[src/sv/paeb_pkg.sv]
// Shared types, codes and constants of the polyphonic ADSR envelope bank.
`default_nettype none

package paeb_pkg;

   // Default number of voices in the ring.
   localparam int VOICE_COUNT_DEF = 8;
   // Only the first voices of a tick are reported.
   localparam int MAX_RESULTS = 8;

   localparam int LEVEL_W = 32;
   localparam int NOTE_W = 7;
   localparam int VEL_W = 7;
   localparam int INDEX_W = 3;
   localparam int AMP_W = 16;

   localparam logic [LEVEL_W-1:0] FULL_SCALE = 32'hFFFF_FFFF;

   // Division by 127 of a value below 2^23: multiply by ceil(2^30 / 127), shift by 30.
   localparam int AMP_Y_W = 23;
   localparam int AMP_RECIP_W = 24;
   localparam int AMP_RECIP_SHIFT = 30;
   localparam logic [AMP_RECIP_W-1:0] AMP_RECIP = 24'd8454661;

   // Transaction codes on the request channel.
   typedef enum logic [1:0] {
      REQ_TICK     = 2'd0,
      REQ_NOTE_ON  = 2'd1,
      REQ_NOTE_OFF = 2'd2,
      REQ_ALL_OFF  = 2'd3
   } req_op_type;

   // Envelope stage codes.
   typedef enum logic [2:0] {
      ST_IDLE    = 3'd0,
      ST_ATTACK  = 3'd1,
      ST_DECAY   = 3'd2,
      ST_SUSTAIN = 3'd3,
      ST_RELEASE = 3'd4
   } stage_type;

   // Configuration register indexes.
   typedef enum logic [1:0] {
      CSR_ATTACK_STEP   = 2'd0,
      CSR_DECAY_STEP    = 2'd1,
      CSR_SUSTAIN_LEVEL = 2'd2,
      CSR_RELEASE_RATE  = 2'd3
   } csr_index_type;

   localparam logic [LEVEL_W-1:0] ATTACK_STEP_RST = 32'd8947848;
   localparam logic [LEVEL_W-1:0] DECAY_STEP_RST = 32'd59652;
   localparam logic [LEVEL_W-1:0] SUSTAIN_LEVEL_RST = 32'd3435973836;
   localparam logic [LEVEL_W-1:0] RELEASE_RATE_RST = 32'd178957;

   typedef struct packed {
      logic [LEVEL_W-1:0] attack_step;
      logic [LEVEL_W-1:0] decay_step;
      logic [LEVEL_W-1:0] sustain_level;
      logic [LEVEL_W-1:0] release_rate;
   } cfg_type;

   // State of one voice, as held in a ring cell.
   typedef struct packed {
      logic               active;
      stage_type          stage;
      logic [LEVEL_W-1:0] level;
      logic [NOTE_W-1:0]  note;
      logic [VEL_W-1:0]   velocity;
      logic [LEVEL_W-1:0] release_step;
   } voice_type;

   localparam voice_type VOICE_RST = '{
      active:       1'b0,
      stage:        ST_IDLE,
      level:        '0,
      note:         '0,
      velocity:     '0,
      release_step: '0
   };

   // A stepped voice on its way to the amplitude pipeline.
   typedef struct packed {
      logic               active;
      stage_type          stage;
      logic [LEVEL_W-1:0] level;
      logic [VEL_W-1:0]   velocity;
      logic [INDEX_W-1:0] index;
      logic               last;
   } amp_in_type;

endpackage

`default_nettype wire

[src/sv/paeb_step.sv]
// Shared voice update unit at the head of the ring: one voice per cycle while no result is held.
`default_nettype none

module paeb_step (
   input  paeb_pkg::voice_type     voice_in,
   input  paeb_pkg::req_op_type    op,
   input  wire [6:0]               note,
   input  wire [6:0]               velocity,
   input  wire                     alloc,
   input  paeb_pkg::cfg_type       cfg,
   output paeb_pkg::voice_type     voice_out
);

   logic [32:0] attack_sum;
   logic [63:0] release_prod;
   logic [31:0] release_hi;

   assign attack_sum = {1'b0, voice_in.level} + {1'b0, cfg.attack_step};
   assign release_prod = {32'd0, voice_in.level} * {32'd0, cfg.release_rate};
   assign release_hi = release_prod[63:32];

   // Apply the current transaction to the voice at the head of the ring.
   always_comb begin
      voice_out = voice_in;
      case (op)
         paeb_pkg::REQ_TICK: begin
            if (voice_in.active) begin
               case (voice_in.stage)
                  paeb_pkg::ST_ATTACK: begin
                     if (attack_sum >= {1'b0, paeb_pkg::FULL_SCALE}) begin
                        voice_out.level = paeb_pkg::FULL_SCALE;
                        voice_out.stage = paeb_pkg::ST_DECAY;
                     end else begin
                        voice_out.level = attack_sum[31:0];
                     end
                  end
                  paeb_pkg::ST_DECAY: begin
                     if (voice_in.level < cfg.decay_step ||
                         (voice_in.level - cfg.decay_step) <= cfg.sustain_level) begin
                        voice_out.level = cfg.sustain_level;
                        voice_out.stage = paeb_pkg::ST_SUSTAIN;
                     end else begin
                        voice_out.level = voice_in.level - cfg.decay_step;
                     end
                  end
                  paeb_pkg::ST_SUSTAIN: begin
                     voice_out.level = cfg.sustain_level;
                  end
                  paeb_pkg::ST_RELEASE: begin
                     if (voice_in.level <= voice_in.release_step) begin
                        voice_out.level = '0;
                        voice_out.stage = paeb_pkg::ST_IDLE;
                        voice_out.active = 1'b0;
                     end else begin
                        voice_out.level = voice_in.level - voice_in.release_step;
                     end
                  end
                  default: begin
                     voice_out.stage = paeb_pkg::ST_IDLE;
                     voice_out.active = 1'b0;
                  end
               endcase
            end
         end
         paeb_pkg::REQ_NOTE_ON: begin
            if (alloc) begin
               voice_out.note = note;
               voice_out.velocity = velocity;
               voice_out.level = '0;
               voice_out.stage = paeb_pkg::ST_ATTACK;
               voice_out.active = 1'b1;
            end
         end
         paeb_pkg::REQ_NOTE_OFF: begin
            // The release step is a share of the level at release, never below one.
            if (voice_in.active && voice_in.note == note &&
                voice_in.stage != paeb_pkg::ST_RELEASE) begin
               voice_out.release_step = (release_hi == '0) ? 32'd1 : release_hi;
               voice_out.stage = paeb_pkg::ST_RELEASE;
            end
         end
         paeb_pkg::REQ_ALL_OFF: begin
            voice_out.active = 1'b0;
            voice_out.stage = paeb_pkg::ST_IDLE;
         end
         default: begin
            voice_out = voice_in;
         end
      endcase
   end

endmodule

`default_nettype wire

[config.mk]
export PLATFORM = sky130hd
export DESIGN_NAME = paeb_step
export DESIGN_NICKNAME = d
export VERILOG_FILES = /design/src/sv/paeb_pkg.sv /design/src/sv/paeb_step.sv
export SDC_FILE = /design/constraint.sdc
export NUM_CORES = 2
export LEC_CHECK = 0
export ABC_AREA = 1
export BUFFER_PORTS_ARGS = -buffer_cell sky130_fd_sc_hd__clkbuf_2
export CORE_MARGIN = 4
export CORE_UTILIZATION = 49
export DETAILED_ROUTE_END_ITERATION = 7
export GPL_TIMING_DRIVEN = 0
export PLACE_DENSITY = 0.67
export SLEW_MARGIN = 20
export SYNTH_ARGS = -nofsm -noshare
export SYNTH_HDL_FRONTEND = slang
export SYNTH_SLANG_ARGS = --single-unit
[constraint.sdc]
create_clock -name vclk -period 14.55
set_clock_uncertainty 0.2 [all_clocks]
set_input_delay 2.91 -clock vclk [all_inputs]
set_output_delay 2.91 -clock vclk [all_outputs]
set_load 0.01 [all_outputs]
-- Word-level counts from Yosys, hierarchy flattened
Index checks and enable logic that the tools add are counted.
Widths: inputs -> output; s select.
- bits in registers: 0
- input bits: 227
- output and inout bits: 82
- logic and storage cells: 42
- add/subtract/negate cells: 3
- multiply operators: 1
- order comparisons: 4
- equal/unequal tests: 9
- mux-type cells: 19
- reduce and logical (&&, ||, !) cells: 6
- operators by type and width (operator ; number):
    $mux 32 ; 6
    $pmux 32 s4 ; 1
    $le 32x32->1 ; 2
    $mul 32x32->64 ; 1
    $pmux 32 s2 ; 1
    $sub 32x32->32 ; 2
    $mux 50 ; 1
    $mux 36 ; 1
    $add 32x32->33 ; 1
    $ge 33x32->1 const B ; 1
    $logic_not 32->1 ; 1
    $lt 32x32->1 ; 1
    $pmux 3 s4 ; 2
    $mux 14 ; 1
    $mux 3 ; 3
    $eq 7x7->1 ; 1
    $eq 3x2->1 const B ; 2
    $eq 2x2->1 const B ; 2
    $mux 4 ; 1
    $eq 3x1->1 const B ; 1
    $eq 3x3->1 const B ; 1
    $ne 3x3->1 const B ; 1
    $pmux 1 s3 ; 1
    $reduce_or 3->1 ; 1
    other kinds (5) ; 6

-- Depth between registers and ports, before layout
- word-level depth: 7
- gate-level depth with buffers: 39
- mapped depth without buffers: 37

-- Least setup slack after synthesis
No wires, ideal clock.
- kind: input port to output port
- from: input port voice_in[76] (netlist bit)
- to: output port voice_out[0] (netlist bit)
- arrival: 9.414 ns
- required time: 11.440 ns
- slack: 2.026 ns
- cell stages on the path: 34
- buffers on the path: 2
- cells stage by stage: clkbuf_1 -> clkbuf_1 -> nand2_1 -> fa_1 -> inv_1 -> fa_1 -> fa_1 -> inv_1 -> fa_1 -> inv_1 -> fa_1 -> fa_1 -> fa_1 -> inv_1 -> fa_1 -> inv_1 -> ha_1 -> nand2_1 -> nor2_1 -> inv_1 -> nor2_1 -> inv_1 -> nor2_1 -> and3_1 -> nand2_1 -> nand3_1 -> nand2_1 -> nand2_1 -> nand2_1 -> nor2_1 -> nand2_1 -> nor2_1 -> nand2_1 -> a21oi_1
- RTL lines (element ; RTL line ; source):
    start, declared ; paeb_step.sv:5 ; input paeb_pkg::voice_type voice_in,
    end, declared ; paeb_step.sv:11 ; output paeb_pkg::voice_type voice_out

==> results.toml <==
[global_route]
gr-usage-all-layers_pct = 40.07
antenna_found_initial = 8
grt_pass1_vias = 44418
grt_max_degree = 11
grt-ovfl-total = 0
grt_pass1_wl_mm = 288.7

[logic_synthesis]
synth_area_leaders = "fa_1 40%, nand2_1 16%, inv_1 16%"
yosysTopAreaCell = "fa_1"
yosysWarnings = 0
synthTopCellsByCount = "1949 x nand2_1, 1943 x inv_1, 898 x fa_1, 390 x nor2_1, 388 x ha_1"
synth_cell_types = 48
syn_nets = 8236
synth.most_common_cell = "nand2_1"
synth_top_area_share_pct = 39.70
syn-instance-count = 6723
synth-seq-area-share_pct = 0
syn_area_um2 = 45280
avgSynthCellArea_um2 = 6.735

[cells_and_area]
clockBufferCount = 0
regArea_um2 = 0
layout.nets = 8517
fin_util_pct = 52.89
n_fill_cell = 9432
design.seq.count = 0
drive_above_1_share_pct = 6.841
area_growth_pct = 7.057

[floorplanning]
floorplan.initialDensity_pct = 49.40
ios = 309
die_height_um = 312.0
die_area_um2 = 97340
rows = 111
die_x_um = 312.0
core_area_um2 = 91660

[routing]
vias = 44676
firstDrtPassIters = 6
drt_iter0_drc = 4256
avgRoutedWirePerCell_um = 23.93
drc_errors = 0
drt_wl_total_mm = 196.2
via_per_inst = 5.450
detail-route-antenna-nets = 0

[timing]
max_slew_margin_pct = 19.20
slew_viol_final = 0
tightest_slew_ns = 1.212
setup-violations-final = 0
min_period_over_period_pct = 99.13
hold_viol = 0
min_period_ns = 14.42
fin_setup_tns_ns = 0
max_freq_mhz = 69.33
rsz0062_at_grt = "no"

[worst_setup_path]
worstPathArrival_ns = 11.31
crit_top_cell = "fa_1"
crit_type = "in -> out"
crit_required_ns = 11.44
critPathLaunch = "voice_in[61]"
critPathMaxStageDelay_ns = 0.58
crit_slowest_cell = "fa_1"
critPathMaxFanout = 10
cp-end-kind = "output port"
worstSetupStartpointType = "input pin"

[status]
status = "finished clean"

[min_path]
hp-start = "voice_in[35]"
hp-class = "in -> out"

[cts]
cts_setup_buffers = 0
ctsHoldBuffers = 0

[placed_design]
hpwlAfterDp_mm = 175.4
gp_congestion = 1.075
port_buffers = 309

[run]
cap_violations = 0
## placed cells by master, fill, tap and decap left out, drive strengths merged, types with 12 or more instances in the layout
master | synthesis | layout
xor2 | 51 | 51
a21oi | 218 | 218
a21boi | 15 | 15
o21ai | 157 | 157
ha | 388 | 388
nand2 | 1955 | 1955
nor2 | 398 | 398
inv | 1950 | 1950
xnor2 | 20 | 20
a21o | 21 | 21
o21a | 31 | 31
fa | 898 | 898
nand3b | 25 | 25
buf | 25 | 43
nand3 | 162 | 162
o21bai | 30 | 30
nor3 | 35 | 35
a31oi | 12 | 12
clkbuf | 228 | 488
nand4 | 45 | 45
## metal layers
metal / track usage (%) / wire length, um
met1: 53.95 / 77460
met2: 60.70 / 83920
met3: 9.615 / 22820
met4: 19.85 / 11970
met5: 0 / 0
## critical path, delay by kind of cell
kind | cells | cell delay, ns
and+or+nand+nor | 9 | 1.10
AOI/OAI and AO/OA | 5 | 1.32
buffers and inverters | 10 | 1.54
adders and majority gates | 9 | 4.38
## path summary, 6_finish.rpt
path | endpoint | slack [ns] | depth (start not counted)
worst max-delay path | voice_out[0] | 0.13 | 33
worst min-delay path | voice_out[35] | 5.94 | 3
## stage by stage
stage               cells  instance area (um^2)  hold WS, ns  setup slack, ns
finish               8197                 48480        5.938           0.1260
detailed placement   8218                 48310        5.937          -0.9251
floorplan            6723                 45280        5.756            2.026
global placement     8218                 48310        5.938          -0.9068
global route         8192                 48470        5.955         0.001221
CTS                  8195                 48300        5.938         0.001761
## logic make-up (layout without fill, tap and decap cells)
logic type               count (synthesis)  after routing  share of synthesized area, %
buffers and inverters                 2205           2484                         18.38
multiplexers                             9              9                        0.2238
other                                    0              9                             0
AND/OR/NAND/NOR                       2640           2640                         23.20
adder cells (fa/ha/maj)               1286           1286                         50.42
XOR/XNOR                                71             71                         1.373
AO/OA/AOI/OAI                          512            512                         6.405
## repair_timing
item / in CTS / in global routing
hold endpoints to repair: 0 / 0
pin swaps: 0 / 0
gates cloned: 0 / 0
resized for setup: 52 / 249
endpoints found under the setup margin: 31 / 4
## final cells by class
type / count / area, um^2 / share of cell area, %
Antenna cell: 9 / 22.52 / 0.04646
Buffer: 223 / 1082 / 2.233
Inverter: 1952 / 7327 / 15.11
Multi-Input combinational cell: 4518 / 36970 / 76.26
Tap cell: 1186 / 1484 / 3.061
Timing Repair Buffer: 309 / 1594 / 3.288
