<file path="config.mk">
export PLATFORM = sky130hd
export DESIGN_NAME = paeb_amp
export DESIGN_NICKNAME = d
export VERILOG_FILES = /design/src/sv/paeb_pkg.sv /design/src/sv/paeb_amp.sv
export SDC_FILE = /design/constraint.sdc
export NUM_CORES = 1
export LEC_CHECK = 0
export ABC_AREA = 1
export BUFFER_PORTS_ARGS = -buffer_cell sky130_fd_sc_hd__buf_4
export CAP_MARGIN = 20
export CORE_MARGIN = 8
export CORE_UTILIZATION = 40
export DETAILED_ROUTE_END_ITERATION = 8
export GPL_ROUTABILITY_DRIVEN = 1
export HOLD_SLACK_MARGIN = 0.02
export PLACE_DENSITY = 0.65
export SLEW_MARGIN = 20
export SYNTH_ARGS = -nofsm -noshare
export SYNTH_HDL_FRONTEND = slang
export SYNTH_SLANG_ARGS = --single-unit
</file>
<file path="constraint.sdc">
create_clock -name clock -period 6.7 [get_ports clock]
set_clock_uncertainty 0.15 [all_clocks]
set_input_delay 0.335 -clock clock [delete_from_list [all_inputs] [get_ports clock]]
set_output_delay 0.335 -clock clock [all_outputs]
set_load 0.005 [all_outputs]
</file>
<file path="src/sv/paeb_pkg.sv">
// Shared types, codes and constants of the polyphonic ADSR envelope bank.
`default_nettype none

package paeb_pkg;

   // Default number of voices in the ring.
   localparam int VOICE_COUNT_DEF = 8;
   // Only the first voices of a tick are reported.
   localparam int MAX_RESULTS = 8;

   localparam int LEVEL_W = 32;
   localparam int NOTE_W = 7;
   localparam int VEL_W = 7;
   localparam int INDEX_W = 3;
   localparam int AMP_W = 16;

   localparam logic [LEVEL_W-1:0] FULL_SCALE = 32'hFFFF_FFFF;

   // Division by 127 of a value below 2^23: multiply by ceil(2^30 / 127), shift by 30.
   localparam int AMP_Y_W = 23;
   localparam int AMP_RECIP_W = 24;
   localparam int AMP_RECIP_SHIFT = 30;
   localparam logic [AMP_RECIP_W-1:0] AMP_RECIP = 24'd8454661;

   // Transaction codes on the request channel.
   typedef enum logic [1:0] {
      REQ_TICK     = 2'd0,
      REQ_NOTE_ON  = 2'd1,
      REQ_NOTE_OFF = 2'd2,
      REQ_ALL_OFF  = 2'd3
   } req_op_type;

   // Envelope stage codes.
   typedef enum logic [2:0] {
      ST_IDLE    = 3'd0,
      ST_ATTACK  = 3'd1,
      ST_DECAY   = 3'd2,
      ST_SUSTAIN = 3'd3,
      ST_RELEASE = 3'd4
   } stage_type;

   // Configuration register indexes.
   typedef enum logic [1:0] {
      CSR_ATTACK_STEP   = 2'd0,
      CSR_DECAY_STEP    = 2'd1,
      CSR_SUSTAIN_LEVEL = 2'd2,
      CSR_RELEASE_RATE  = 2'd3
   } csr_index_type;

   localparam logic [LEVEL_W-1:0] ATTACK_STEP_RST = 32'd8947848;
   localparam logic [LEVEL_W-1:0] DECAY_STEP_RST = 32'd59652;
   localparam logic [LEVEL_W-1:0] SUSTAIN_LEVEL_RST = 32'd3435973836;
   localparam logic [LEVEL_W-1:0] RELEASE_RATE_RST = 32'd178957;

   typedef struct packed {
      logic [LEVEL_W-1:0] attack_step;
      logic [LEVEL_W-1:0] decay_step;
      logic [LEVEL_W-1:0] sustain_level;
      logic [LEVEL_W-1:0] release_rate;
   } cfg_type;

   // State of one voice, as held in a ring cell.
   typedef struct packed {
      logic               active;
      stage_type          stage;
      logic [LEVEL_W-1:0] level;
      logic [NOTE_W-1:0]  note;
      logic [VEL_W-1:0]   velocity;
      logic [LEVEL_W-1:0] release_step;
   } voice_type;

   localparam voice_type VOICE_RST = '{
      active:       1'b0,
      stage:        ST_IDLE,
      level:        '0,
      note:         '0,
      velocity:     '0,
      release_step: '0
   };

   // A stepped voice on its way to the amplitude pipeline.
   typedef struct packed {
      logic               active;
      stage_type          stage;
      logic [LEVEL_W-1:0] level;
      logic [VEL_W-1:0]   velocity;
      logic [INDEX_W-1:0] index;
      logic               last;
   } amp_in_type;

endpackage

`default_nettype wire

</file>
<file path="src/sv/paeb_amp.sv">
// Amplitude pipeline: level times velocity, divided by 127, into the result register.
`default_nettype none

module paeb_amp (
   input  wire                    clock,
   input  wire                    reset,
   input  wire                    advance,
   input  wire                    in_valid,
   input  paeb_pkg::amp_in_type   in_data,
   output logic                   out_valid,
   output logic [2:0]             out_index,
   output logic [15:0]            out_amplitude,
   output logic [2:0]             out_stage,
   output logic                   out_last
);

   paeb_pkg::amp_in_type a_ff;
   logic                 a_vld_ff;
   logic [22:0]          b_y_ff;
   logic [2:0]           b_index_ff;
   paeb_pkg::stage_type  b_stage_ff;
   logic                 b_last_ff;
   logic                 b_vld_ff;
   logic                 out_vld_ff;
   logic [2:0]           out_index_ff;
   logic [15:0]          out_amp_ff;
   logic [2:0]           out_stage_ff;
   logic                 out_last_ff;

   paeb_pkg::amp_in_type a_in;
   logic [38:0]          prod;
   logic [46:0]          quot;

   // An inactive voice reports level zero in the idle stage.
   always_comb begin
      a_in = in_data;
      if (!in_data.active) begin
         a_in.level = '0;
         a_in.stage = paeb_pkg::ST_IDLE;
      end
   end

   assign prod = {7'd0, a_ff.level} * {32'd0, a_ff.velocity};
   assign quot = {24'd0, b_y_ff} * {23'd0, paeb_pkg::AMP_RECIP};

   // Valid bits of the three stages advance whenever no result is held at the output.
   always_ff @(posedge clock) begin
      if (reset) begin
         a_vld_ff <= 1'b0;
         b_vld_ff <= 1'b0;
         out_vld_ff <= 1'b0;
      end else if (advance) begin
         a_vld_ff <= in_valid;
         b_vld_ff <= a_vld_ff;
         out_vld_ff <= b_vld_ff;
      end
   end

   // Payload: product stage, then reciprocal multiply for the division by 127.
   always_ff @(posedge clock) begin
      if (advance) begin
         a_ff <= a_in;
         b_y_ff <= prod[38:16];
         b_index_ff <= a_ff.index;
         b_stage_ff <= a_ff.stage;
         b_last_ff <= a_ff.last;
         out_amp_ff <= quot[45:30];
         out_index_ff <= b_index_ff;
         out_stage_ff <= b_stage_ff;
         out_last_ff <= b_last_ff;
      end
   end

   assign out_valid = out_vld_ff;
   assign out_index = out_index_ff;
   assign out_amplitude = out_amp_ff;
   assign out_stage = out_stage_ff;
   assign out_last = out_last_ff;

endmodule

`default_nettype wire

</file>
## Yosys cells after proc, flatten, opt, wreduce, memory -nomap -nowiden

Cells that the tools add are included.
W data, S select, Z words.

| cells by class | value |
|---|---|
| $mul | 2 |

Operators with widths:

| cell | count |
|---|---|
| $mul A23 B24 Y46 const B | 1 |
| $mul A32 B7 Y39 | 1 |

| storage, ports and cells | value |
|---|---|
| register bits after elaboration | 102 |
| logic and storage cells | 18 |

## Logic depth before layout (Yosys ltp)

| logic depth | value |
|---|---|
| depth in word-level cells | 1 |
| gate-level depth with buffers | 22 |
| mapped depth without buffers | 22 |

## Least setup slack after synthesis

Ideal clock, no wire load.

| timing | value |
|---|---|
| kind | reg2reg |
| start point | register b_y_ff[22] |
| end point | register out_amp_ff[1], in the netlist out_amplitude[1], data pin |
| library setup time | 0.252 ns |
| arrival | 4.102 ns |
| data required time | 6.298 ns |
| path slack | 2.196 ns |
| cell stages (with the launch flop) | 19 |
| buffers on the path | 0 |
| clock period less this slack | 4.504 ns |
| path through | edfxtp_1 -> ha_1 -> ha_1 -> fa_1 -> inv_1 -> fa_1 -> fa_1 -> inv_1 -> ha_1 -> ha_1 -> ha_1 -> a21o_1 -> a21oi_1 -> nor2_1 -> nor2_1 -> a21boi_0 -> nand2_1 -> nand2_1 -> nand2_1 |

| on the way | value |
|---|---|
| word-level cells in the longest chain between the ends | 1 |

RTL lines:

| item | RTL line | RTL |
|---|---|---|
| start: declaration | paeb_amp.sv:19 | `logic [22:0] b_y_ff;` |
| start signal: assignment | paeb_amp.sv:63 | `b_y_ff <= prod[38:16];` |
| $mul A23 B24 Y46 | paeb_amp.sv:44 | `assign quot = {24'd0, b_y_ff} * {23'd0, paeb_pkg::AMP_RECIP};` |
| via quot[31] | paeb_amp.sv:32 | `logic [46:0] quot;` |
| end signal: assignment | paeb_amp.sv:67 | `out_amp_ff <= quot[45:30];` |
| end: declaration | paeb_amp.sv:26 | `logic [15:0] out_amp_ff;` |

The timed path passes the listed nets, and every way through them passes these cells.
A chain may end at the register's enable or synchronous reset.

## Final worst setup path

| timing | value |
|---|---|
| start point | register a_ff[5] (netlist bit) |
| end point | register b_y_ff[18], data pin |

| on the way | value |
|---|---|
| word-level cells in the longest chain between the ends | 1 |

RTL lines:

| item | RTL line | RTL |
|---|---|---|
| start: declaration | paeb_amp.sv:17 | `paeb_pkg::amp_in_type a_ff;` |
| start signal: assignment | paeb_amp.sv:62 | `a_ff <= a_in;` |
| $mul A32 B7 Y39 | paeb_amp.sv:43 | `assign prod = {7'd0, a_ff.level} * {32'd0, a_ff.velocity};` |
| via prod[34] | paeb_amp.sv:31 | `logic [38:0] prod;` |

The timed path passes the listed nets, and every way through them passes these cells.

==> results.md <==
* Register area at 3033 um^2
* Slew HR at 45.78%
* Run status: finished, final reports clean
* Dpl cells at 2602
* Layout fillers at around 3900
* Syn Nets at between 2000 and 2500
* Vias in the first global route at roughly 14000
* Async set-reset flop share out of synthesis at 0%
* Gr ovfl total at 0
* FF+latch count, synth at 102
* Synth Warn # at 0
* R2R setup slack at 1.50 ns
* Setup TNS at 0 ns
* DR vias/cell at 4.813
* Global Route Usage Sum at 17.28%
* Area growth, synth to finish at 10.46%
* Hold EP: a_ff[36]
* Crit path time final at 5.205 ns
* CP Capture Type: flop
* Cell area after synthesis at 15750 um^2
* Site row count at 72
* Postcts setup bufs at 0
* CP Max Fanout at 18
* Hold_sp: in_data[36]
* Total of max-cap violations at 0
* CP Class: flop to flop
* Sequential fraction of the synthesis area at about a fifth
* Most frequent cell after synthesis: nand2_1
* Final GP Congestion at between 0.9 and 1
* Clock transition at path regs at 0.09 ns
* Drt drc at 0
* Final Max Slew Viols at 0
* Pre-antenna DRT Iters at 8
* Wire per inst at between 10 and 15 um
* CTS Sinks at ~100
* Post-synth top flop: edfxtp_1
* Critical R2R Capture: b_y_ff[18]
* Maximum number of pins on one net before global-route repair at 63
* Initial antenna violation count at 0
* H-tree Lvls at 3
* # IOs at 75
* Fin worst setup slack at between 1 and 1.5 ns
* RSZ-0062 raised after global routing: no
* Area leader, netlist: fa_1
* Clk buf depth at 2
* DRT iter0 DRCs at 647
* Final Non-Filler Cells at 2634
* Share of layout cells above drive strength 1 at 5.482%
* Die ar. at 45980 um^2
* R2R depth at 18
* Dominant cells by area after synthesis: fa_1, edfxtp_1, ha_1
* Final hold vios at 0
* FF-to-FF Start: a_ff[5]
* Port bufs at between 70 and 80
* Post-CTS Hold Buffers at 12
* Die width at approximately 210 um
* Cells after synthesis at 2031
* Core box area at 38740 um^2
* First-pass GRT wire length at 65.31 mm
* # diodes at 0
* Multi-input logic area at between 10000 and 15000 um^2
* Final setup viols at 0
* Critical path data arrival time at around 5.2 ns
* CTS tree: done
* Clk Tree Root Cell: clkbuf_16
* Syn avg cell area at approximately 7.8 um^2
* Worst Path Required at roughly 6.7 ns
* Total number of vias at 12680
* Yosys top cell area share at approximately 23%
* Wirelength, routed at 38.66 mm
* Worst-Skew Late Latency at 0.39 ns
* Final period util at 77.68%
* Hold WC Path Type: input port to flop
* DRT antenna net count at 0
* Worst slack, placed at 1.375 ns
* Hold Path Stages at 3
* Max Clock Freq at 192.1 MHz
* Nets@finish at 2563
* WHS at 0.04779 ns
* Die Y at approximately 210 um
* Post-synth EDFFs at 99
* Crit path launch type: flop
* Count of different cell masters after synthesis at 33
* Most frequent cells after synthesis: nand2_1, inv_1, ha_1, fa_1, nor2_1
* HPWL after DPL at around 33 mm
* Starting Density at 40.66%
* # resized after CTS at 0
* Actual slew at the worst max-slew pin at roughly 0.81 ns
* CTS buffer count at 9
## sequential cells by signal (all words and copies together) (netlist names), 3 cells and up
signal / flops
b_index_ff: 3
out_stage: 3
out_amplitude: 16
b_stage_ff: 3
a_ff: 46
out_index: 3
b_y_ff: 23
## routing by layer
layer  GRT usage (%)  share of wire [%]  vias to the layer above
met2           31.07                 50                      292
li1                -                  -                     6372
met5               0                  0                        -
met3           2.172                4.0                       57
met1           21.26                 44                     5956
met4           5.439                2.2                        0
## worst max path at each step
stage	end	start	cells after the start	slack (ns)
2_1_floorplan	out_amplitude[1]	b_y_ff[22]	18	2.20
6_report	b_y_ff[18]	a_ff[5]	18	1.50
3_5_place_dp	b_y_ff[20]	a_ff[9]	18	1.37
5_1_grt	b_y_ff[17]	a_ff[5]	18	1.21
4_1_cts	b_y_ff[20]	a_ff[9]	18	1.38
3_3_place_gp	b_y_ff[16]	a_ff[7]	17	1.43
## logic make-up after synthesis
group                    Yosys count  synth area share, %
AND/OR/NAND/NOR                  786                20.04
buffers and inverters            540                12.87
adder cells (fa/ha/maj)          401                40.49
AO/OA/AOI/OAI                    187                6.515
flip-flops                       102                19.26
XOR/XNOR                          15               0.8342
## cell type report
type,instances,area share [%]
Clock buffer,9,1.295
Inverter,515,11.11
Multi-Input combinational cell,1389,61.45
Tap cell,518,3.726
Clock inverter,7,0.3956
Sequential cell,102,17.44
Timing Repair Buffer,94,4.589
## worst max-delay path, cell delays in order, from the launching register on
cell      delay, ns
edfxtp_1       0.72
buf_4          0.36
nand2_1        0.08
inv_1          0.09
fa_1           0.42
fa_1           0.50
fa_1           0.49
inv_1          0.04
fa_1           0.47
inv_1          0.04
ha_1           0.33
a21oi_1        0.27
o21ai_0        0.18
a21oi_1        0.31
nor2_1         0.10
nor3_1         0.22
nand2_1        0.09
nand2_1        0.06
nand2_1        0.04
## placed cells by master, fill, tap and decap left out, types with 4 or more instances in the layout
| cell type | netlist | routed |
|---|---|---|
| a21boi_0 | 4 | 4 |
| a21o_1 | 10 | 10 |
| a21oi_1 | 94 | 94 |
| buf_4 | 0 | 77 |
| clkbuf_16 | 0 | 9 |
| dlygate4sd3_1 | 0 | 12 |
| edfxtp_1 | 99 | 99 |
| fa_1 | 181 | 181 |
| ha_1 | 220 | 220 |
| inv_1 | 515 | 515 |
| nand2_1 | 551 | 551 |
| nand2_2 | 10 | 10 |
| nand3_1 | 51 | 51 |
| nand4_1 | 19 | 19 |
| nor2_1 | 129 | 129 |
| nor3_1 | 13 | 13 |
| o21a_1 | 6 | 6 |
| o21ai_0 | 53 | 53 |
| o21ai_1 | 4 | 4 |
| o21bai_1 | 10 | 10 |
| xor2_1 | 14 | 14 |
## per-stage QoR
| stage | util [%] | cell area (um^2) |
|---|---|---|
| floorplan | - | 15750 |
| detailed placement | 43.62 | 16900 |
| global route | 44.91 | 17400 |
| global placement | 43.58 | 16880 |
| CTS | 44.69 | 17310 |
| finish | 44.91 | 17400 |
Power is not shown: default switching activity piles up to over one toggle a cycle in this logic, so the estimate is an artifact.
