## config.mk

```make
export PLATFORM = sky130hd
export DESIGN_NAME = paeb_cell
export DESIGN_NICKNAME = d
export VERILOG_FILES = /design/src/sv/paeb_pkg.sv /design/src/sv/paeb_cell.sv
export SDC_FILE = /design/constraint.sdc
export NUM_CORES = 1
export LEC_CHECK = 0
export ABC_AREA = 1
export BUFFER_PORTS_ARGS = -buffer_cell sky130_fd_sc_hd__buf_2
export CELL_PAD_IN_SITES_DETAIL_PLACEMENT = 1
export CELL_PAD_IN_SITES_GLOBAL_PLACEMENT = 2
export CORE_MARGIN = 4
export CORE_UTILIZATION = 25
export DETAILED_ROUTE_END_ITERATION = 6
export PLACE_DENSITY = 0.83
export RECOVER_POWER = 25
export SYNTH_ARGS = -nofsm -noshare
export SYNTH_HDL_FRONTEND = slang
export SYNTH_SLANG_ARGS = --single-unit
```

## constraint.sdc

```tcl
create_clock -name clock -period 2 [get_ports clock]
set_clock_uncertainty 0.1 [all_clocks]
set_input_delay 0.1 -clock clock [delete_from_list [all_inputs] [get_ports clock]]
set_output_delay 0.1 -clock clock [all_outputs]
set_load 0.02 [all_outputs]
```

## src/sv/paeb_pkg.sv

```systemverilog
// Shared types, codes and constants of the polyphonic ADSR envelope bank.
`default_nettype none

package paeb_pkg;

   // Default number of voices in the ring.
   localparam int VOICE_COUNT_DEF = 8;
   // Only the first voices of a tick are reported.
   localparam int MAX_RESULTS = 8;

   localparam int LEVEL_W = 32;
   localparam int NOTE_W = 7;
   localparam int VEL_W = 7;
   localparam int INDEX_W = 3;
   localparam int AMP_W = 16;

   localparam logic [LEVEL_W-1:0] FULL_SCALE = 32'hFFFF_FFFF;

   // Division by 127 of a value below 2^23: multiply by ceil(2^30 / 127), shift by 30.
   localparam int AMP_Y_W = 23;
   localparam int AMP_RECIP_W = 24;
   localparam int AMP_RECIP_SHIFT = 30;
   localparam logic [AMP_RECIP_W-1:0] AMP_RECIP = 24'd8454661;

   // Transaction codes on the request channel.
   typedef enum logic [1:0] {
      REQ_TICK     = 2'd0,
      REQ_NOTE_ON  = 2'd1,
      REQ_NOTE_OFF = 2'd2,
      REQ_ALL_OFF  = 2'd3
   } req_op_type;

   // Envelope stage codes.
   typedef enum logic [2:0] {
      ST_IDLE    = 3'd0,
      ST_ATTACK  = 3'd1,
      ST_DECAY   = 3'd2,
      ST_SUSTAIN = 3'd3,
      ST_RELEASE = 3'd4
   } stage_type;

   // Configuration register indexes.
   typedef enum logic [1:0] {
      CSR_ATTACK_STEP   = 2'd0,
      CSR_DECAY_STEP    = 2'd1,
      CSR_SUSTAIN_LEVEL = 2'd2,
      CSR_RELEASE_RATE  = 2'd3
   } csr_index_type;

   localparam logic [LEVEL_W-1:0] ATTACK_STEP_RST = 32'd8947848;
   localparam logic [LEVEL_W-1:0] DECAY_STEP_RST = 32'd59652;
   localparam logic [LEVEL_W-1:0] SUSTAIN_LEVEL_RST = 32'd3435973836;
   localparam logic [LEVEL_W-1:0] RELEASE_RATE_RST = 32'd178957;

   typedef struct packed {
      logic [LEVEL_W-1:0] attack_step;
      logic [LEVEL_W-1:0] decay_step;
      logic [LEVEL_W-1:0] sustain_level;
      logic [LEVEL_W-1:0] release_rate;
   } cfg_type;

   // State of one voice, as held in a ring cell.
   typedef struct packed {
      logic               active;
      stage_type          stage;
      logic [LEVEL_W-1:0] level;
      logic [NOTE_W-1:0]  note;
      logic [VEL_W-1:0]   velocity;
      logic [LEVEL_W-1:0] release_step;
   } voice_type;

   localparam voice_type VOICE_RST = '{
      active:       1'b0,
      stage:        ST_IDLE,
      level:        '0,
      note:         '0,
      velocity:     '0,
      release_step: '0
   };

   // A stepped voice on its way to the amplitude pipeline.
   typedef struct packed {
      logic               active;
      stage_type          stage;
      logic [LEVEL_W-1:0] level;
      logic [VEL_W-1:0]   velocity;
      logic [INDEX_W-1:0] index;
      logic               last;
   } amp_in_type;

endpackage

`default_nettype wire

```

## src/sv/paeb_cell.sv

```systemverilog
// One cell of the voice ring: holds a voice and passes it on to its neighbour.
`default_nettype none

module paeb_cell (
   input  wire                  clock,
   input  wire                  reset,
   input  wire                  shift_en,
   input  paeb_pkg::voice_type  voice_in,
   output paeb_pkg::voice_type  voice_out
);

   paeb_pkg::voice_type voice_ff;

   // The whole ring moves one place whenever a transaction is being worked on and no result is held.
   always_ff @(posedge clock) begin
      if (reset) begin
         voice_ff <= paeb_pkg::VOICE_RST;
      end else if (shift_en) begin
         voice_ff <= voice_in;
      end
   end

   assign voice_out = voice_ff;

endmodule

`default_nettype wire

```

# Yosys cells after proc, flatten, opt, wreduce, memory -nomap -nowiden
# Index checks and enable logic that the tools add are counted.
dict set report totals {
  reg_bits 82
  latch_bits 0
  ramBits 0
  rom_bits 0
  inputBits 85
  output_inout_bits 82
  word_cells 6
  mem_count 0
}
dict set report classes {
  addsub 0
  n_mul 0
  n_div 0
  order_cmp 0
  eq_ne 0
  shifts 0
  mux 0
  n_bitwise 0
  reduce_logical 0
}

# Logic depth before layout (Yosys ltp)
# Gate-level depths: netlist (run 1).
dict set report logic_depth {
  word_depth 0
  depth_mapped 5
  mapped_depth_nobuf 4
}

# Least setup slack after synthesis (run 1)
# No wires, ideal clock.
dict set report synth_timing {
  kind {reg-to-reg}
  from {reg voice_out[78] (netlist name)}
  to {reg voice_ff (netlist bit voice_out[78])}
  setup_ns 0.064
  arrival_time_ns 0.569
  t_required_ns 1.836
  setup_slack_ns 1.268
  path_stages_with_launch 3
  n_path_buf 0
  period_less_slack_ns 0.732
  cell_sequence {dfxtp_1 nor2_1 nor2_1}
}
# item line
set synth_lines {}
lappend synth_lines {{to (signal assigned)} paeb_cell.sv:17} ;# voice_ff <= paeb_pkg::VOICE_RST;
lappend synth_lines {{to (signal assigned)} paeb_cell.sv:19} ;# voice_ff <= voice_in;
lappend synth_lines {{to (decl)} paeb_cell.sv:12} ;# paeb_pkg::voice_type voice_ff;

==> results of run 1 <==
## cell families after synthesis
| family | Yosys count |
|---|---|
| simple gates | 328 |
| buf+inv | 109 |
| flops | 82 |
## layout make-up
type	count	area (µm²)
fillers	1731	7930
well taps	176	220
clock buffers	15	298
flip-flops and latches	82	1640
inverters	83	312
clock inverters	1	5.00
repair buffers	252	1720
multi-input cells	328	1230
## through the flow
step                      instance area [µm²]  hold slack [ns]  power (W)  instances
after global routing                     5420            0.267    0.00449        937
after detailed placement                 4310            0.294    0.00251        839
after CTS                                5430            0.132    0.00432        937
final                                    5420            0.213    0.00424        937
after floorplan                          3440            0.177    0.00227        519
after global placement                   4310            0.284    0.00249        839
## metal layers
layer | part of all wire (%) | vias up | wire length [µm]
met1 | 44 | 1596 | 4950
met5 | 0 | - | 0
li1 | - | 1933 | -
met3 | 7.2 | 22 | 810
met4 | 2.6 | 0 | 292
met2 | 46 | 124 | 5150
## tightest hold or removal path, stage by stage
cell	delay, ns
clkbuf_1	0.11
buf_12	0.21
nor2_1	0.14
nor2_1	0.05
## repair_timing
item	CTS	global route
buffers inserted	0	0
hold endpoints to repair	82	0
hold buffers	82	0
## placed cells by master, fill, tap and decap left out, drive strengths merged
| cell | netlist | layout |
|---|---|---|
| inv | 83 | 83 |
| nor2 | 164 | 164 |
| dfxtp | 82 | 82 |
| clkinv | 0 | 1 |
| dlygate4sd3 | 0 | 82 |
| clkbuf | 4 | 17 |
| buf | 22 | 168 |
| nand2 | 164 | 164 |
## worst paths after layout
check | endpoint | slack (ns) | cells past startpoint
worst max register to register | voice_out[24] | 1.29 | 2
worst min register to register | voice_out[54] | 0.37 | 2
worst max-delay path | voice_out[24] | 0.65 | 5
worst min-delay path | voice_out[19] | 0.21 | 4
## power groups by stage
stage                     Clock [W]  Sequential (W)  Combinational [W]
after CTS                   0.00172         0.00181           0.000789
after global placement            0         0.00184           0.000648
after detailed placement          0         0.00184           0.000664
final                       0.00164         0.00181           0.000787
after floorplan                   0         0.00198           0.000289
after global routing        0.00178         0.00182           0.000883
==> metrics, run 1 <==
status finished clean; synth unique cells 9; TritonCTS clock tree done; Compound-Gate Fraction of Synth Area 0%; initial antenna violation count 0; share of post-route cells with drive strength above 1 24.2%; hold path startpoint shift_en; vias in the first global route 3794; post-DP HPWL 7.07 mm; met3 usage 4.78%; Die Ht 125 µm; Nets 841; post-CTS sizing 0; Overall Global Routing Usage 14.7%; Flop pwr share 42.7%; Max Cap Violations 0; Mapped Avg Cell Area 6.63 µm²; clock root cell clkbuf_16; gr busiest metal met2; Critical Path AT 1.48 ns; Least-Margin Pin Slew 1.11 ns; sequential area share after synthesis 47.7%; cell row count 42; Reg clk slew, reported paths 0.06 ns; iteration-0 DRC count of the detailed router 154; Synth area leaders dfxtp_1 (48%), nand2_1 (18%), nor2_1 (18%); pin count of the biggest net entering global routing 105; final period utilization 67.7%; input/output buffers 166; CTS max path bufs 2; post-synthesis cell area 3440 µm²; Sum Neg Setup Slack 0 ns; CP endpoint kind flop; internal power 0.00311 W; Peak supply drop 0.287 mV; worst slack at placement 0.776 ns; gpl congestion 0.702; Worst Path Max Fanout 60; Synth top area share 47.7%; Hold Violations, Final 0; final setup violation count 0; Synth area leader dfxtp_1; most used cell, CP nand2_1; kind of cell adding the most delay to the critical path buffers and inverters; EDFF count, synth 0; reg2reg start voice_out[24]; post-synthesis mux area share 0%; Worst slew margin 25.7%; Final WS setup 0.646 ns; CP Data Required Time 2.12 ns; Crit path buffers/inverters 2; fin. max-slew vios 0; synth cell count leaders nand2_1 (164), nor2_1 (164), dfxtp_1 (82), inv_1 (82), buf_6 (14); Die Span X 125 µm; n_diodes 0; Post-Synth XOR/XNOR Area 0%; Cell Pwr Density 782 nW/µm²; vias per std cell 3.92; part of the power in the clock network 38.8%; total leakage power 3.13 nW; Boundary Pins 167; vias 3675; synthesis-stage register bit count 82; Final Util 40.6%; met1 global-route usage 17.9%; Skew-Pair Late Insertion Delay 0.34 ns; Crit. Startpoint shift_en; CP Launch Type input port; WL/cell 12.0 µm; TritonCTS Buffers 9; Post-Synth Adder-Cell Area 0%; max incr delay on CP 0.87 ns; largest family of logic cells by synthesized area simple AND/OR/NAND/NOR gates; Net Sw Frac 26.7%; combinational fraction of design power 18.6%; met2 Track Usage GR 23.6%; Psw 0.00113 W; ys async rst share 0%; Initial DRT Pass Iterations 4; Fmax 739 MHz; # clock sinks 82; Primary FF master, synth dfxtp_1; YS warnings 0; CORE AREA 13300 µm²; GRT Residual Overflow 0; Initial Utilization 25.8%; DRC violations left 0; number of flip-flops under the largest register name 82; CP Cell Sequence clkbuf_1 -> clkbuf_2 -> nand2_1 -> nand2_1 -> nor2_1; H-tree lvl count 3; Mapped Cells 519; area delta synth->final 57.5%; critical path's slowest cell clkbuf_2; Synth Area in Simple Gates 35.8%; Crit Path Class input port to flop; die area 15700 µm²; Tmin final 1.35 ns; Mapped Nets 604; Tightest Hold Check Type input port to flop; post-route ant nets 0; Routed Wire Length 11.2 mm; first-pass GRT wire length 18.8 mm; RSZ-0062 raised after global routing no
Power figures use the tool's default switching activity.
==> inputs of run 2 (changes only) <==
--- a/config.mk
+++ b/config.mk
@@ -5,14 +5,14 @@
 export SDC_FILE = /design/constraint.sdc
 export NUM_CORES = 1
 export LEC_CHECK = 0
-export ABC_AREA = 1
+export ABC_AREA = 0
 export BUFFER_PORTS_ARGS = -buffer_cell sky130_fd_sc_hd__buf_2
 export CELL_PAD_IN_SITES_DETAIL_PLACEMENT = 1
 export CELL_PAD_IN_SITES_GLOBAL_PLACEMENT = 2
 export CORE_MARGIN = 4
-export CORE_UTILIZATION = 25
+export CORE_UTILIZATION = 23
 export DETAILED_ROUTE_END_ITERATION = 6
-export PLACE_DENSITY = 0.83
+export PLACE_DENSITY = 0.73
 export RECOVER_POWER = 25
 export SYNTH_ARGS = -nofsm -noshare
 export SYNTH_HDL_FRONTEND = slang
==> constraint.sdc (replaced) <==
create_clock -name clock -period 1.11 [get_ports clock]
set_clock_uncertainty 0.1 [all_clocks]
set_input_delay 0.0555 -clock clock [delete_from_list [all_inputs] [get_ports clock]]
set_output_delay 0.0555 -clock clock [all_outputs]
set_load 0.02 [all_outputs]
==> run 2 against run 1 <==
  * Global-route usage fell by 2.8 points
  * Sequential power rose by 77%
  * Synthesized area fell by 13%
  * Non-clock buffer count rose by 2
  * Synthesized cell count fell by 49%
  * Flip-flop and latch count did not move
  * Die area fell by 5.4%
  * Via count fell by 25%
  * Worst setup slack got worse by 0.54 ns
  * Largest power group unchanged
  * Combinational power rose by 54%
==> metrics, run 2 <==
status finished clean; fin. max-slew vios 0; CP endpoint kind output pin; synth unique cells 7; worst slack at placement 0.125 ns; Die Span X 122 µm; Worst Path Max Fanout 2; CTS max path bufs 2; Fmax 997 MHz; WL/cell 13.0 µm; GRT Residual Overflow 0; Initial Utilization 23.6%; Mapped Cells 264; clock root cell clkbuf_16; Synth top area share 55.0%; Primary FF master, synth dfxtp_1; fill count 1428; synth cell count leaders dfxtp_1 (82), mux2i_1 (82), nor2_1 (82); cell row count 41; ys async rst share 0%; Tmin final 1.00 ns; Critical Path AT 0.85 ns; CORE AREA 12700 µm²; Mapped Avg Cell Area 11.3 µm²; Synth area leader dfxtp_1; Overall Global Routing Usage 11.9%; Power Total 0.00729 W; input/output buffers 166; Peak supply drop 0.575 mV; Max Cap Violations 0; total leakage power 2.59 nW; DRC violations left 0; TritonCTS clock tree done; CP Cell Sequence buf_2; Nets 596; Skew-Pair Late Insertion Delay 0.32 ns; Hold Violations, Final 0; CP Launch Type flop; vias 2744; post-synthesis cell area 2990 µm²; Die Ht 122 µm; pin count of the biggest net entering global routing 45; final period utilization 90.4%; Synth area leaders dfxtp_1 (55%), mux2i_1 (27%), nor2_1 (10%); most frequent cells in the layout buf_2 (165), mux2i_1 (82), nor2_1 (82), dlygate4sd3_1 (82), dfxtp_1 (82); number of flip-flops under the largest register name 82; Routed Wire Length 8.96 mm; kind of cell adding the most delay to the critical path flip-flops; final setup violation count 0; Final WS setup 0.107 ns; Worst slew margin 83.1%; post-DP HPWL 5.84 mm; Crit Path Class flop to output pin; Sum Neg Setup Slack 0 ns; max incr delay on CP 0.34 ns; YS warnings 0; critical path's slowest cell dfxtp_1; CP Data Required Time 0.95 ns; TritonCTS Buffers 9; sequential area share after synthesis 55.0%; synthesis-stage register bit count 82; vias in the first global route 2904; Least-Margin Pin Slew 0.254 ns; Reg clk slew, reported paths 0.06 ns; RSZ-0062 raised after global routing no; n_diodes 0; EDFF count, synth 0; # Post-CTS Setup Buffers 0; Cell Pwr Density 1450 nW/µm²; gpl congestion 0.669; die area 14900 µm²; vias per std cell 3.99; Tightest Hold Check Type input port to flop; post-route ant nets 0; Mapped Nets 349; first-pass GRT wire length 14.0 mm; # clock sinks 82; Initial DRT Pass Iterations 4; iteration-0 DRC count of the detailed router 50; Boundary Pins 167; Crit path buffers/inverters 1; initial antenna violation count 0; H-tree lvl count 3; commonest non-fill, non-tap cell in the layout buf_2; area delta synth->final 68.2%; share of post-route cells with drive strength above 1 35.9%; post-CTS sizing 0
-- run 2: cell types whose count changed after synthesis, sizes merged --
cell   previous run  this run
inv              83         0
buf              22        14
nor2            164        82
mux2i             0        82
nand2           164         0
-- run 2: per-stage QoR --
| stage | utilization [%] | std cells | cell area [µm²] | hold slack (ns) |
|---|---|---|---|---|
| floorplan | - | 264 | 2990 | 0.103 |
| global placement | 30.9 | 590 | 3910 | 0.188 |
| detailed placement | 30.9 | 590 | 3910 | 0.199 |
| CTS | 39.6 | 687 | 5020 | 0.0698 |
| global route | 39.6 | 687 | 5020 | 0.0790 |
| finish | 39.6 | 687 | 5020 | 0.0712 |
-- run 2: area by class of cell --
type	instances	area, µm²	area share, %
Clock inverter	3	40.0	0.797
Clock buffer	12	246	4.91
Sequential cell	82	1640	32.7
Tap cell	172	215	4.29
Multi-Input combinational cell	164	1130	22.5
Timing Repair Buffer	254	1750	34.8
-- run 2: what timing repair did --
action | 4_1_cts | 5_1_grt
hold buffers | 82 | 0
endpoints found under the hold margin | 82 | 0
setup endpoints to repair | 0 | 0
-- run 2: routing by layer --
metal / wire length (µm) / track usage (%) / vias to the layer above
li1: - / - / 1365
met3: 706 / 4.32 / 5
met1: 3550 / 13.1 / 1275
met5: 0 / 0 / -
met4: 75 / 3.78 / 0
met2: 4630 / 21.2 / 99
-- run 2: report_power, final --
part / switching [W] / leakage (nW) / total (W) / internal, W
sequential: 0.0000855 / 0.677 / 0.00321 / 0.00312
clock: 0.00109 / 0.142 / 0.00287 / 0.00178
combinational: 0.000600 / 1.77 / 0.00121 / 0.000612
total: 0.00178 / 2.59 / 0.00729 / 0.00552
-- run 2: cell families (layout without fill, tap and decap cells) --
kind of cell	after synthesis	in the layout	share of synthesized area, %
DFF	82	82	55.0
muxes	82	82	27.5
buffers and inverters	18	269	7.21
and+or+nand+nor	82	82	10.3
-- run 2: final timing paths --
kind / startpoint / end / slack, ns / cells after the start
max: voice_out[23] / voice_out[23] / 0.11 / 1
max reg2reg: voice_out[17] / voice_out[17] / 0.38 / 2
min: reset / voice_out[31] / 0.07 / 3
min reg2reg: voice_out[31] / voice_out[31] / 0.38 / 2
==> inputs of run 3 (changes only) <==
--- a/config.mk
+++ b/config.mk
@@ -10,9 +10,9 @@
 export CELL_PAD_IN_SITES_DETAIL_PLACEMENT = 1
 export CELL_PAD_IN_SITES_GLOBAL_PLACEMENT = 2
 export CORE_MARGIN = 4
-export CORE_UTILIZATION = 23
+export CORE_UTILIZATION = 25
 export DETAILED_ROUTE_END_ITERATION = 6
-export PLACE_DENSITY = 0.73
+export PLACE_DENSITY_LB_ADDON = 0.1
 export RECOVER_POWER = 25
 export SYNTH_ARGS = -nofsm -noshare
 export SYNTH_HDL_FRONTEND = slang
==> constraint.sdc (replaced) <==
create_clock -name clock -period 1.1 [get_ports clock]
set_clock_uncertainty 0.1 [all_clocks]
set_input_delay 0.055 -clock clock [delete_from_list [all_inputs] [get_ports clock]]
set_output_delay 0.055 -clock clock [all_outputs]
set_load 0.02 [all_outputs]
==> run 3 against run 2 <==
  * Combinational power hardly changed
  * Via count is 1.1% lower
  * Clock power is 11% higher
  * Final cell count is 3.9% lower
  * Sequential power hardly changed
  * Power is 4.9% higher
  * Worst setup slack worse by 0.045 ns
  * Global-route usage is 1.7 points higher
  * Critical path depth is 3 higher
  * Sequential share of layout area is 0.089 points lower
  * Non-clock buffer count is 3 higher
  * Largest cell class unchanged
  * Largest power group unchanged
==> metrics, run 3 (synthesized netlist as in run 2, its figures left out) <==
status finished clean; total leakage power 2.61 nW; GRT Residual Overflow 0; vias in the first global route 2895; TritonCTS Buffers 9; Hold Path Sink voice_out[63]; final period utilization 94.4%; Net Sw Frac 24.2%; vias per std cell 4.11; DRC violations left 0; CORE AREA 11600 µm²; CP Launch Type input port; combinational fraction of design power 16.2%; CP Data Required Time 1.22 ns; # Post-CTS Setup Buffers 0; post-DP HPWL 6.09 mm; Boundary Pins 167; Placed Instances 563; Max Cap Violations 0; internal power 0.00580 W; # clock sinks 82; part of the power in the clock network 41.6%; CP endpoint kind flop; Overall Global Routing Usage 13.5%; die area 13800 µm²; max incr delay on CP 0.53 ns; input/output buffers 166; Reg2Reg Depth 2; CTS max path bufs 2; hold path startpoint shift_en; pin count of the biggest net entering global routing 37; Routed Wire Length 9.21 mm; Critical Path AT 1.16 ns; flop-to-flop setup slack 0.37 ns; first-pass GRT wire length 14.1 mm; critical path's slowest cell dlygate4sd3_1; Crit path buffers/inverters 3; Die Span X 117 µm; most frequent cells in the layout buf_2 (164), dlygate4sd3_1 (83), mux2i_1 (82), nor2_1 (82), dfxtp_1 (82); Reg clk slew, reported paths 0.06 ns; Worst Path Max Fanout 29; CP Cell Sequence dlygate4sd3_1 -> clkbuf_4 -> buf_6 -> nor2_1; TritonCTS clock tree done; Least-Margin Pin Slew 0.234 ns; r2r endpoint voice_out[61]; Initial DRT Pass Iterations 3; Fmax 963 MHz; Tmin final 1.04 ns; Tightest Hold Check Type input port to flop; final setup violation count 0; Crit Path Class input port to flop; reg2reg start voice_out[61]; H-tree lvl count 3; vias 2713; kind of cell adding the most delay to the critical path buffers and inverters; WL/cell 14.0 µm; Worst Hold Depth 4; n_diodes 0; initial antenna violation count 0; Worst slew margin 84.4%; Peak supply drop 0.794 mV; cell row count 39; Psw 0.00185 W; iteration-0 DRC count of the detailed router 84; Nets 599; non-filler cells, final 660; share of post-route cells with drive strength above 1 36.2%; Flop pwr share 42.3%; Die Ht 117 µm; Cell Pwr Density 1520 nW/µm²; gpl congestion 0.692; post-route ant nets 0; Skew-Pair Late Insertion Delay 0.34 ns; Initial Utilization 25.8%; Hold Violations, Final 0; number of flip-flops under the largest register name 82; RSZ-0062 raised after global routing no; clock root cell clkbuf_16; fin. max-slew vios 0; area delta synth->final 68.7%; commonest non-fill, non-tap cell in the layout buf_2; Sum Neg Setup Slack 0 ns
[run 3: cell types whose count changed in the layout (fill, tap and decap cells not counted)]
cell / change
clkinv_2: -1
dlygate4sd3_1: +1
clkbuf_4: +1
buf_2: -1
clkbuf_2: +1
bufinv_16: +1
buf_6: +1
clkbuf_1: -1
[run 3: layout make-up]
| cell class | count | area, µm² |
|---|---|---|
| multi-input combinational | 164 | 1130 |
| clock buffer | 11 | 243 |
| clock inverter | 3 | 65.1 |
| tap | 143 | 179 |
| fill | 1346 | 6530 |
| timing repair buffer | 257 | 1780 |
| sequential | 82 | 1640 |
[run 3: worst max-delay path by stage]
stage                   from  slack [ns]       endpoint  cells past startpoint
finish                 reset        0.06   voice_out[7]                      4
detailed placement  shift_en        0.12  voice_out[17]                      4
global placement    shift_en        0.15  voice_out[17]                      4
CTS                    reset        0.03  voice_out[27]                      4
global route           reset        0.01   voice_out[9]                      4
floorplan              reset        0.32  voice_out[10]                      3
[run 3: tightest hold or removal path: stages]
cell and delay [ns]:
buf_4 0.15, buf_12 0.17, mux2i_1 0.08, nor2_1 0.07
[run 3: metal layers]
metal	track usage, %	part of all wire (%)	vias up	routed length, µm
met1	13.8	39	1233	3550
met5	0	0	-	0
li1	-	-	1364	-
met4	4.66	1.9	0	175
met2	23.3	50	103	4570
met3	7.61	10	13	917
[run 3: what timing repair did]
item,in CTS,in global routing
endpoints found under the hold margin,82,0
gates resized for setup,0,1
endpoints found under the setup margin,0,1
hold buffers,83,0
[run 3: power groups by stage]
| stage | Sequential (W) | Combinational (W) | Clock (W) |
|---|---|---|---|
| 3_3_place_gp | 0.00329 | 0.00101 | 0 |
| 5_1_grt | 0.00325 | 0.00136 | 0.00343 |
| 3_5_place_dp | 0.00330 | 0.00102 | 0 |
| 6_report | 0.00323 | 0.00124 | 0.00318 |
| 4_1_cts | 0.00323 | 0.00126 | 0.00332 |
| 2_1_floorplan | 0.00351 | 0.000417 | 0 |
[run 3: per-stage QoR]
| step | hold slack, ns | utilization (%) | power, W | worst slack [ns] | instance area, µm² |
|---|---|---|---|---|---|
| after detailed placement | 0.200 | 33.8 | 0.00432 | 0.122 | 3910 |
| after CTS | 0.116 | 43.6 | 0.00781 | 0.0346 | 5040 |
| after global placement | 0.188 | 33.8 | 0.00430 | 0.152 | 3910 |
| after floorplan | 0.102 | - | 0.00393 | 0.315 | 2990 |
| after global routing | 0.148 | 43.5 | 0.00804 | 0.0118 | 5030 |
| final | 0.129 | 43.5 | 0.00765 | 0.0617 | 5030 |
